## config.mk

```make
export PLATFORM = sky130hd
export DESIGN_NAME = double_ended_queue_top
export DESIGN_NICKNAME = d
export VERILOG_FILES = /design/src/rtl/deq_pkg.sv /design/src/rtl/deq_ring.sv /design/src/rtl/double_ended_queue_top.sv
export SDC_FILE = /design/constraint.sdc
export NUM_CORES = 1
export LEC_CHECK = 0
export ABC_CLOCK_PERIOD_IN_PS = 4500
export BUFFER_PORTS_ARGS = -buffer_cell sky130_fd_sc_hd__clkbuf_2
export CORE_MARGIN = 1.5
export CORE_UTILIZATION = 34
export DETAILED_ROUTE_END_ITERATION = 12
export GPL_TIMING_DRIVEN = 0
export PLACE_DENSITY = 0.48
export SLEW_MARGIN = 20
export SYNTH_ARGS = -nofsm -noshare
export SYNTH_HDL_FRONTEND = slang
export SYNTH_SLANG_ARGS = --single-unit
```

## constraint.sdc

```tcl
create_clock -name clk_i -period 4.5 [get_ports clk_i]
set_input_delay 1.35 -clock clk_i [delete_from_list [all_inputs] [get_ports clk_i]]
set_output_delay 1.35 -clock clk_i [all_outputs]
set_load 0.01 [all_outputs]
```

## src/rtl/deq_pkg.sv

```systemverilog
// ----------------------------------------------------------------------------
// deq_pkg
// Shared types, sizes and index helpers for the double-ended queue.
// ----------------------------------------------------------------------------
`default_nettype none

package deq_pkg;

  localparam int unsigned DEPTH       = 16;
  localparam int unsigned DATA_WIDTH  = 32;
  localparam int unsigned IDX_W       = $clog2(DEPTH);
  localparam int unsigned CNT_W       = $clog2(DEPTH + 1);

  // stream packing
  localparam int unsigned CMD_W       = 2;
  localparam int unsigned IN_TDATA_W  = 32;
  localparam int unsigned OUT_DATA_W  = 32;
  localparam int unsigned COUNT_W     = 5;
  localparam int unsigned OUT_TDATA_W = 40;
  localparam int unsigned OUT_PAD_W   = OUT_TDATA_W - OUT_DATA_W - COUNT_W;
  localparam int unsigned OUT_TUSER_W = 2;

  typedef enum logic [CMD_W-1:0] {
    CMD_PUSH_BACK  = 2'd0,
    CMD_PUSH_FRONT = 2'd1,
    CMD_POP_BACK   = 2'd2,
    CMD_POP_FRONT  = 2'd3
  } cmd_e;

  // one access to the ring store
  typedef struct packed {
    logic                  we;
    logic [IDX_W-1:0]      waddr;
    logic [DATA_WIDTH-1:0] wdata;
    logic                  re;
    logic [IDX_W-1:0]      raddr;
  } ring_req_t;

  // slot index plus offset, wrapped into the ring (offset < DEPTH)
  function automatic logic [IDX_W-1:0] wrap_add(input logic [IDX_W-1:0] base,
                                                input logic [IDX_W-1:0] off);
    logic [IDX_W:0] sum;
    sum = {1'b0, base} + {1'b0, off};
    if (sum >= (IDX_W+1)'(DEPTH)) begin
      sum = sum - (IDX_W+1)'(DEPTH);
    end
    return sum[IDX_W-1:0];
  endfunction

  // slot just before base, wrapping at zero
  function automatic logic [IDX_W-1:0] wrap_dec(input logic [IDX_W-1:0] base);
    logic [IDX_W-1:0] res;
    if (base == '0) begin
      res = IDX_W'(DEPTH - 1);
    end else begin
      res = base - IDX_W'(1);
    end
    return res;
  endfunction

endpackage

`default_nettype wire

```

## src/rtl/deq_ring.sv

```systemverilog
// ----------------------------------------------------------------------------
// deq_ring
// Ring store of the queue: one write port, one read port, registered read.
// ----------------------------------------------------------------------------
`default_nettype none

module deq_ring
  import deq_pkg::*;
(
  input  wire logic                  clk_i,
  input  wire ring_req_t             req_i,
  output logic      [DATA_WIDTH-1:0] rd_data_o
);

  logic [DATA_WIDTH-1:0] mem [DEPTH];
  logic [DATA_WIDTH-1:0] rd_data_q;

  always_ff @(posedge clk_i) begin
    if (req_i.we) begin
      mem[req_i.waddr] <= req_i.wdata;
    end
  end

  // hold the last read word while the result waits downstream
  always_ff @(posedge clk_i) begin
    if (req_i.re) begin
      rd_data_q <= mem[req_i.raddr];
    end
  end

  assign rd_data_o = rd_data_q;

endmodule

`default_nettype wire

```

## src/rtl/double_ended_queue_top.sv

```systemverilog
// ----------------------------------------------------------------------------
// double_ended_queue_top
// Bounded double-ended queue of words held in a ring store.
// ----------------------------------------------------------------------------
//  channel   dir  tdata                                 tuser
//  s_axis    in   [31:0] data_in                        [1:0] cmd
//  m_axis    out  [31:0] data_out, [36:32] count_out    [0] null_result,
//                 [39:37] zero                          [1] overflow
//
//  One request per cycle unless the output stalls; each result appears in
//  the cycle after its request, set by the registered read of the ring store.
//  The front index and count update at accept, so back-to-back requests
//  never wait on the store.
//  Reset empties the queue; the store itself is not cleared.
//  A stalled result holds in the output register; input stalls only while
//  that register is full and not being taken.
// ----------------------------------------------------------------------------
`default_nettype none

module double_ended_queue_top
  import deq_pkg::*;
(
  input  wire logic                   clk_i,
  input  wire logic                   rst_ni,
  input  wire logic                   s_axis_tvalid_i,
  output logic                        s_axis_tready_o,
  input  wire logic [IN_TDATA_W-1:0]  s_axis_tdata_i,  // [31:0] data_in
  input  wire logic [CMD_W-1:0]       s_axis_tuser_i,  // [1:0] cmd
  output logic                        m_axis_tvalid_o,
  input  wire logic                   m_axis_tready_i,
  output logic [OUT_TDATA_W-1:0]      m_axis_tdata_o,  // [31:0] data_out, [36:32] count_out
  output logic [OUT_TUSER_W-1:0]      m_axis_tuser_o   // [0] null_result, [1] overflow
);

  logic [IDX_W-1:0]  front_q, front_d;
  logic [CNT_W-1:0]  count_q, count_d;
  logic              out_valid_q;
  logic              res_pop_q, res_null_q, res_ovf_q;
  logic [CNT_W-1:0]  res_cnt_q;

  logic              accept;
  cmd_e              cmd;
  logic              is_push, full, empty;
  logic [IDX_W-1:0]  back_free, back_last;
  ring_req_t         req;
  logic [DATA_WIDTH-1:0] rd_data;

  assign s_axis_tready_o = !out_valid_q || m_axis_tready_i;
  assign accept  = s_axis_tvalid_i && s_axis_tready_o;
  assign cmd     = cmd_e'(s_axis_tuser_i);
  assign is_push = (cmd == CMD_PUSH_BACK) || (cmd == CMD_PUSH_FRONT);
  assign full    = (count_q == CNT_W'(DEPTH));
  assign empty   = (count_q == '0);

  assign back_free = wrap_add(front_q, count_q[IDX_W-1:0]);
  assign back_last = wrap_add(front_q, IDX_W'(count_q - CNT_W'(1)));

  always_comb begin
    front_d   = front_q;
    count_d   = count_q;
    req.we    = 1'b0;
    req.waddr = back_free;
    req.wdata = s_axis_tdata_i[DATA_WIDTH-1:0];
    req.re    = 1'b0;
    req.raddr = front_q;
    if (accept) begin
      case (cmd)
        CMD_PUSH_BACK: begin
          if (!full) begin
            req.we  = 1'b1;
            count_d = count_q + CNT_W'(1);
          end
        end
        CMD_PUSH_FRONT: begin
          if (!full) begin
            req.we    = 1'b1;
            req.waddr = wrap_dec(front_q);
            front_d   = wrap_dec(front_q);
            count_d   = count_q + CNT_W'(1);
          end
        end
        CMD_POP_BACK: begin
          if (!empty) begin
            req.re    = 1'b1;
            req.raddr = back_last;
            count_d   = count_q - CNT_W'(1);
          end
        end
        CMD_POP_FRONT: begin
          if (!empty) begin
            req.re  = 1'b1;
            front_d = wrap_add(front_q, IDX_W'(1));
            count_d = count_q - CNT_W'(1);
          end
        end
        default: begin
        end
      endcase
    end
  end

  deq_ring u_ring (
    .clk_i     (clk_i),
    .req_i     (req),
    .rd_data_o (rd_data)
  );

  always_ff @(posedge clk_i or negedge rst_ni) begin
    if (!rst_ni) begin
      front_q     <= '0;
      count_q     <= '0;
      out_valid_q <= 1'b0;
    end else begin
      front_q <= front_d;
      count_q <= count_d;
      if (accept) begin
        out_valid_q <= 1'b1;
      end else if (m_axis_tready_i) begin
        out_valid_q <= 1'b0;
      end
    end
  end

  // result flags travel alongside the store read
  always_ff @(posedge clk_i) begin
    if (accept) begin
      res_pop_q  <= !is_push && !empty;
      res_null_q <= !is_push && empty;
      res_ovf_q  <= is_push && full;
      res_cnt_q  <= count_d;
    end
  end

  assign m_axis_tvalid_o = out_valid_q;
  assign m_axis_tdata_o  = {{OUT_PAD_W{1'b0}},
                            COUNT_W'(res_cnt_q),
                            res_pop_q ? OUT_DATA_W'(rd_data) : {OUT_DATA_W{1'b0}}};
  assign m_axis_tuser_o  = {res_ovf_q, res_null_q};

endmodule

`default_nettype wire

```

After elaboration in Yosys (flattened, before gate mapping)
Memory sizes are Yosys's and may differ from the RTL's. A register that Yosys moved wholly into a read port is not among the register bits.
Cells that the tools add are included.
Storage, ports and cells
  register bits after elaboration: 18
  memories: 1
  bits in writable memories: 512
  input port bits: 38
Cells by class
  equal/unequal tests: 6
  reduce and logical (&&, ||, !) cells: 17
  add/sub/neg operators: 9
  multiplexer cells: 26
  order comparisons: 3
Memory list
  u_ring.mem: depth 16, bits a word 32, rd ports 1, clocked after Yosys merged registers in 1, write ports 1, RTL line deq_ring.sv:15  | logic [DATA_WIDTH-1:0] mem [DEPTH];
Operators by type and width (count)
  $mux W5: 7
  $mux W32: 1
  $mux W4: 8
  $sub A4 B1 Y4 const B: 4
  $ge A5 B5 Y1 const B: 3
  $add A4 B4 Y5: 2
  $pmux W5 S2: 1
  $pmux W4 S2: 1
  $mux W1: 6
  $add A4 B1 Y5 const B: 1
  $add A5 B1 Y5 const B: 1
  $eq A5 B5 Y1 const B: 1
  $logic_not A5 Y1: 1
  $sub A5 B1 Y5 const B: 1
  $eq A2 B2 Y1 const B: 2
  $logic_and A1 B1 Y1: 4
  $logic_not A4 Y1: 1
  $ne A2 B2 Y1 const B: 2
  $pmux W1 S2: 2
  $reduce_and A4 Y1: 1
  $reduce_bool A2 Y1: 2
  $reduce_or A2 Y1: 2
  $logic_not A1 Y1: 3
  $eq A2 B1 Y1 const B: 1
  2 further kinds: 3

Longest topological paths before layout
Gate-level depths: netlist of run 1.
  depth in word-level cells: 8
  mapped depth: 12
  mapped depth without buffers: 10

Hierarchy
A second synthesis of run 1 with hierarchy kept.
Unflattened totals
  cells, all modules: 1027
  area total of the unflattened synthesis: 21778.4 sq um
Modules (own cells, without submodules)
  deq_ring: area an instance 20155.6 sq um, instances 1, cells each 838
  double_ended_queue_top: area an instance 1622.8 sq um, instances 1, cells each 189

Least setup slack after synthesis of run 1
Ideal clock, no wire load.
  path type: input-to-reg
  from: in m_axis_tready_i
  to: mem u_ring.mem[9][0], enable pin
  arrival time: 4.306 ns
  slack: -0.227 ns
  data required time: 4.079 ns
  stages: 8
  path buffers: 1
  path through: nand2b_1 > nand2_1 > clkbuf_1 > clkinv_1 > nand3_1 > mux2i_1 > nand2_1 > nor2_1
Between the ends
  cells in the longest elaborated chain, start to end: 5
RTL lines
  start: declaration: RTL line double_ended_queue_top.sv:30  | input wire logic m_axis_tready_i,
  $logic_or A1 B1 Y1 (*): RTL line double_ended_queue_top.sv:48  | assign s_axis_tready_o = !out_valid_q || m_axis_tready_i;
  $logic_and A1 B1 Y1 (*): RTL line double_ended_queue_top.sv:49  | assign accept = s_axis_tvalid_i && s_axis_tready_o;
  via accept: RTL line double_ended_queue_top.sv:41  | logic accept;
  $mux W5 (*): RTL line double_ended_queue_top.sv:66  | if (accept) begin
  $mux W1: RTL line deq_ring.sv:19  | if (req_i.we) begin
  $mux W1 (not written as such): RTL line deq_ring.sv:20  | mem[req_i.waddr] <= req_i.wdata;
  end: declaration: RTL line deq_ring.sv:15
Mark *: on every way through the listed nets, which the timed path passes. The rest lies on a longest branch.

Worst setup path in the final report of run 1
  from: reg front_q[1]
  to: reg u_ring.rd_data_q[15], in the netlist u_ring.rd_data_o[15], read port of u_ring.mem, data pin
Between the ends
  cells in the longest elaborated chain, start to end: 6
RTL lines
  start: declaration: RTL line double_ended_queue_top.sv:35  | logic [IDX_W-1:0] front_q, front_d;
  start signal: assignment: RTL line double_ended_queue_top.sv:114  | front_q <= front_d;
  $add A4 B4 Y5: RTL line deq_pkg.sv:43  | sum = {1'b0, base} + {1'b0, off};
  $sub A4 B1 Y4 or $ge A5 B5 Y1 (tied branches): RTL line deq_pkg.sv:45, deq_pkg.sv:44
  $mux W4: RTL line deq_pkg.sv:44  | if (sum >= (IDX_W+1)'(DEPTH)) begin
  $mux W5: RTL line double_ended_queue_top.sv:83  | if (!empty) begin
  $mux W4: RTL line double_ended_queue_top.sv:67  | case (cmd)
  $mux W5 (*): RTL line double_ended_queue_top.sv:66
  end: declaration: RTL line deq_ring.sv:16  | logic [DATA_WIDTH-1:0] rd_data_q;
Every way passes the cells marked *; elsewhere a longest branch is shown, timed or not.
A chain may end at the register's enable or synchronous reset.

==> flow_summary.ini, run 1 <==
[floorplanning]
die_area_um2 = 80100
initial_core_util = 0.344
chipHeight_um = 283
placementRows = 102
coreArea_um2 = 77600
ios = 82
fp.dieW_um = 283

[clock_network]
hold_buffers = 0
clock_latency_ns = 0.61
cts_tree = built
root_buffer = clkbuf_16
clock-sinks = 562
clk_pin_slew_ns = 0.05
cts.htree.levels = 3
cts_buffers = 68
cts_buffer_depth = 3

[sta]
timing.final.hold_violations = 0
drv_slew = 0
setup_ws_ns = 0.133
rsz0062_at_grt = yes
fin_worst_skew_ns = 0.0180
final.min_clock_period_ns = 4.37
setup_viol = 0
timing.final.crit_share = 0.970
relSlewSlack = 0.254
maxClockFrequency_mhz = 229
worst_slew_pin_slew_ns = 1.12

[hold_path]
min_from = m_axis_tvalid_o
min_to = m_axis_tvalid_o
hold_depth = 2
hp-class = reg2reg

[global_route]
grt_pass1_wl_mm = 115
grt_max_degree = 20
grt_usage = 0.198
gr-total-overflow = 0
grt_pass1_vias = 16200
antenna_found_initial = 1

[drt]
drt-initial-drc-count = 1259
first_pass_iters = 4
routed_wl_mm = 78.9
drcViolationCount = 0
ant_nets = 0
vias_per_cell = 5.73
wl_per_cell_um = 29.5
dr_total_vias = 15300

[synthesis]
yosys_warnings = 0
netlist_instances = 1409
syn_avg_cell_area_um2 = 18.9
async_flop_share = 0.0178
synth-seq-cells = 562
yosysSeqAreaShare = 0.631
synth_flop_cell = edfxtp_1
synth_edf_count = 552
synth_area_um2 = 26700
ys_types = 58

[critical_path]
critPathKind = reg2reg
cp.required_ns = 4.80
reg2reg_to = u_ring.rd_data_o[15]
r2r-start = front_q[1]
path_max_fanout = 19
ff2ff_path_depth = 9
arrival_ns = 4.67
rrSetupSlack_ns = 0.13
start_kind = register
worstSetupEndpointType = register

[finish]
area_delta_synth_final_pct = 17.0
final_layout_size_suffix_gt1_frac = 0.348
final_cell_mix = edfxtp_1, mux4_2, nor2b_1
finalInstanceArea_um2 = 31200
final_common_cell = edfxtp_1
nNetsFinal = 1639
fillers = 7038

[pwr]
internal_power_w = 0.0142
peakVddDrop_uv = 467
p_sw_w = 0.00866
leakagePower_nw = 9.66
p_comb_frac = 0.498
clkPwrFrac = 0.217
seq_power_share = 0.286
p_sw_frac = 0.378
power_density_nw_per_um2 = 734

[placed_design]
io_buffers = 78
hpwlAfterDp_mm = 54.5
routabilityCongestion = 0.779
placed_area_um2 = 29000
post-place-ws_ns = -1.65

[status]
status = finished, final reports clean

[run]
drv_cap = 0
-- what timing repair did --
action	CTS	global route
buffers inserted	5	0
endpoints found under the setup margin	502	17
cloned	0	0
gates resized for setup	31	23
pin swaps	5	0
-- state kept, by name (all words and copies together) (netlist names) --
| register | flops |
|---|---|
| u_ring.mem | 512 |
| u_ring.rd_data_o | 32 |
| count_q | 5 |
| res_cnt_q | 5 |
| front_q | 4 |
| m_axis_tvalid_o | 1 |
| res_null_q | 1 |
| res_ovf_q | 1 |
| res_pop_q | 1 |
-- critical path, cell delays in order, from the launching register on --
cell       delay, ns
dfrtp_1         0.43
buf_2           0.28
buf_4           0.37
inv_1           0.22
fa_1            0.61
clkbuf_2        0.49
clkbuf_2        0.42
mux4_2          0.35
a2111oi_1       0.66
nor4_1          0.18
-- final cells by class --
class / instances / area [um2] / area share
multi-input cells: 706 / 9360 / 0.300
clock inverters: 29 / 160 / 0.00513
clock buffers: 86 / 1790 / 0.0574
repair buffers: 109 / 1030 / 0.0331
diodes: 1 / 2.50 / 0.0000802
inverters: 17 / 63.8 / 0.00204
flip-flops and latches: 562 / 16800 / 0.539
plain buffers: 125 / 672 / 0.0215
well taps: 1040 / 1300 / 0.0417
-- logic make-up (layout without fill, tap and decap cells) --
| kind of cell | after synthesis | count (layout) | synth area share |
|---|---|---|---|
| xor+xnor | 12 | 12 | 0.00535 |
| compound gates | 166 | 166 | 0.0579 |
| buf+inv | 143 | 366 | 0.0256 |
| other cells | 1 | 4 | 0.000141 |
| mux | 259 | 259 | 0.217 |
| simple gates | 254 | 254 | 0.0566 |
| fa+ha+maj | 12 | 12 | 0.00619 |
| flops | 562 | 562 | 0.631 |
-- per-layer routing --
layer / GRT usage / share of wire / up-vias
li1: - / - / 6431
met1: 0.272 / 0.43 / 8319
met2: 0.329 / 0.50 / 463
met3: 0.0287 / 0.049 / 113
met4: 0.0544 / 0.022 / 0
met5: 0 / 0 / -
-- synth_stat cells (all sizes together), types with 2 or more instances --
| library cell | n | area share |
|---|---|---|
| mux2i | 2 | 0.00075 |
| mux4 | 256 | 0.22 |
| or3 | 2 | 0.00047 |
| nor3 | 5 | 0.0011 |
| nand2b | 2 | 0.00047 |
| edfxtp | 552 | 0.62 |
| a31oi | 2 | 0.00047 |
| nand2 | 14 | 0.0021 |
| a21oi | 9 | 0.0017 |
| nand3 | 13 | 0.0024 |
| and2 | 33 | 0.0077 |
| fa | 2 | 0.0015 |
| clkbuf | 76 | 0.011 |
| buf | 50 | 0.012 |
| nor2b | 124 | 0.029 |
| a21o | 3 | 0.00084 |
| nor2 | 19 | 0.0027 |
| xnor2 | 9 | 0.0044 |
| dfrtp | 10 | 0.0094 |
| and2b | 4 | 0.0011 |
| ha | 10 | 0.0047 |
| inv | 16 | 0.0023 |
| o21ai | 7 | 0.0013 |
| a2111oi | 128 | 0.047 |
| xor2 | 3 | 0.00099 |
| nor4 | 34 | 0.0082 |
| o31ai | 2 | 0.00056 |
| o221ai | 2 | 0.00066 |
-- worst max path at each step --
stage	startpoint	to	slack (ns)	cells after the start
5_1_grt	front_q[1]	u_ring.rd_data_o[12]	-0.02	9
3_5_place_dp	front_q[1]	u_ring.rd_data_o[14]	-1.65	10
2_1_floorplan	m_axis_tready_i	u_ring.mem[9][0]	-0.23	8
6_report	front_q[1]	u_ring.rd_data_o[15]	0.13	9
3_3_place_gp	front_q[0]	u_ring.mem[0][13]	-2.86	11
4_1_cts	count_q[1]	u_ring.rd_data_o[28]	0.006	9
-- per-stage QoR --
| step | cells | hold WS (ns) | utilization | total power [W] | TNS, ns |
|---|---|---|---|---|---|
| after global placement | 2529 | 0.543 | 0.366 | 0.0177 | -1250.82 |
| after CTS | 2674 | 0.582 | 0.401 | 0.0232 | 0 |
| after floorplan | 1411 | 0.585 | - | 0.0143 | -78.83 |
| final | 2675 | 0.593 | 0.402 | 0.0229 | 0 |
| after detailed placement | 2555 | 0.599 | 0.374 | 0.0180 | -193.36 |
| after global routing | 2674 | 0.599 | 0.402 | 0.0240 | -0.0304 |
-- power by group through the flow --
stage | sequential [W] | clock, W | combinational [W]
finish | 0.00654 | 0.00496 | 0.0114
global route | 0.00658 | 0.00525 | 0.0122
CTS | 0.00654 | 0.00509 | 0.0115
detailed placement | 0.00665 | 0 | 0.0114
global placement | 0.00666 | 0 | 0.0111
floorplan | 0.00658 | 0 | 0.00771
No activity file was read; power rests on OpenSTA's default activity.
==> inputs of run 2 (changes only) <==
- GPL_ROUTABILITY_DRIVEN: unset -> 0
- PLACE_DENSITY: 0.48 -> unset
==> run 2 against run 1 <==
Worst hold slack worse by 0.013 ns. Clock skew hardly changed. Final area decreased by 0.42%. Sequential share of layout area grew 0.23 points.
==> flow_summary.ini, run 2 (synthesized netlist as in run 1, its figures left out) <==
[finish]
seqCellArea_um2 = 16800
nNetsFinal = 1622
area_delta_synth_final_pct = 16.5
multi_input_area_um2 = 9360
top_register = u_ring.mem
final_common_cell = edfxtp_1
largest_register_ffs = 512
fillers = 6969
final_cell_mix = edfxtp_1, mux4_2, nor2b_1
final_layout_size_suffix_gt1_frac = 0.350
finalInstanceArea_um2 = 31100

[drt]
drt-initial-drc-count = 1604
vias_per_cell = 5.87
wl_met3_mm = 5.97
wl_met1_mm = 30.5
drcViolationCount = 0
dr_wl_met2_mm = 36.5
first_pass_iters = 5
dr_total_vias = 15600
highest-signal-layer = met4
ant_nets = 0
routed_wl_mm = 75.2
wl_per_cell_um = 28.2

[sta]
drv_slew = 0
rsz0062_at_grt = no
setup_viol = 0
maxClockFrequency_mhz = 229
setup_ws_ns = 0.140
timing.final.hold_violations = 0
worst_slew_pin_slew_ns = 1.08
fin_worst_skew_ns = 0.0182
timing.final.crit_share = 0.969
final.min_clock_period_ns = 4.36
relSlewSlack = 0.278

[clock_network]
root_buffer = clkbuf_16
cts_buffers = 58
cts_tree = built
clock_latency_ns = 0.63
cts.htree.levels = 2
clk_pin_slew_ns = 0.07
cts_buffer_depth = 3
clock-sinks = 562

[floorplanning]
chipHeight_um = 283
initial_core_util = 0.344
coreArea_um2 = 77600
fp.dieW_um = 283
ios = 82
die_area_um2 = 80100
placementRows = 102

[critical_path]
r2r-start = front_q[1]
path_max_fanout = 19
path_delay_family = buffers and inverters
crit_start = front_q[1]
start_kind = register
cp.required_ns = 4.85
crit_buf_inv = 5
rrSetupSlack_ns = 0.14
endpoint = u_ring.rd_data_o[1]
critPathKind = reg2reg
arrival_ns = 4.71
cpMostUsedCell = buf_2
reg2reg_to = u_ring.rd_data_o[1]
path_depth = 9
crit_path_cell_trace = buf_2 > buf_4 > inv_1 > fa_1 > buf_2 > clkbuf_2 > mux4_2 > a2111oi_0 > nor4_1
ff2ff_path_depth = 9
cp_slowest_cell = a2111oi_0
cpPeakStageDelay_ns = 0.76
worstSetupEndpointType = register

[placed_design]
post-place-ws_ns = -1.65
placed_area_um2 = 28900
io_buffers = 78
hpwlAfterDp_mm = 52.0

[hold_path]
hold_depth = 2
hp-class = reg2reg

[global_route]
gr-total-overflow = 0
grt_pass1_vias = 16300
grt_pass1_wl_mm = 110
antenna_found_initial = 0
grt_usage = 0.186
grt_max_degree = 21

[pwr]
peakVddDrop_uv = 397
leakagePower_nw = 9.58
total_power_w = 0.0228
power_density_nw_per_um2 = 732

[run]
drv_cap = 0

[status]
status = finished, final reports clean
## run 2: cell count changes in the layout (fill, tap and decap cells not counted), moves of 2 or more
cell and change:
bufinv_16 +8, buf_2 +2, a2111oi_1 -6, clkbuf_16 -10
clkbuf_1 -10, clkinvlp_4 +7, buf_1 +4, inv_6 -4
buf_12 -5, a2111oi_0 +5, clkinv_1 -4, clkinv_2 +4
## run 2: how the worst min path moves through the flow
stage,start,to,slack (ns)
floorplan,count_q[0],count_q[0],0.59
global placement,m_axis_tvalid_o,m_axis_tvalid_o,0.55
detailed placement,m_axis_tvalid_o,m_axis_tvalid_o,0.57
CTS,rst_ni,count_q[0],0.58
global route,rst_ni,count_q[0],0.61
finish,m_axis_tvalid_o,m_axis_tvalid_o,0.58
## run 2: stage by stage
stage           util  hold WS, ns  setup TNS [ns]  instances
2_1_floorplan      -        0.585          -78.83       1411
3_3_place_gp   0.366        0.552        -1140.41       2529
3_5_place_dp   0.372        0.567         -247.38       2546
4_1_cts        0.399        0.581               0       2660
5_1_grt        0.401        0.606               0       2662
6_report       0.401        0.580               0       2663
## run 2: area by class of cell
cell class	instances	area share
Antenna cell	1	0.0000805
Inverter	17	0.00217
Tap cell	1040	0.0419
Clock buffer	70	0.0488
Sequential cell	562	0.541
Multi-Input combinational cell	706	0.301
Buffer	124	0.0211
Clock inverter	40	0.0138
Timing Repair Buffer	103	0.0296
## run 2: repair_timing
item / CTS / global route
setup buffers: 6 / 2
setup endpoints to repair: 544 / 94
pin swaps: 6 / 1
hold buffers: 0 / 0
resized for setup: 25 / 36
## run 2: per-layer routing
layer / global-route usage / vias to the layer above
li1: - / 6379
met3: 0.0350 / 119
met5: 0 / -
met2: 0.302 / 795
met4: 0.0652 / 0
met1: 0.250 / 8344
## run 2: worst register-to-register path: cells and delay by family (launching register included)
family	cells	cell delay, ns
compound gates	1	0.76
fa+ha+maj	1	0.61
buf+inv	5	1.75
flops	1	0.46
mux	1	0.35
simple gates	1	0.15
## run 2: power by group
group          internal [W]  switching (W)  leakage, nW
Combinational       0.00503        0.00623         3.56
Sequential          0.00634       0.000200         5.09
Clock               0.00287        0.00209        0.936
Total                0.0142        0.00851         9.58
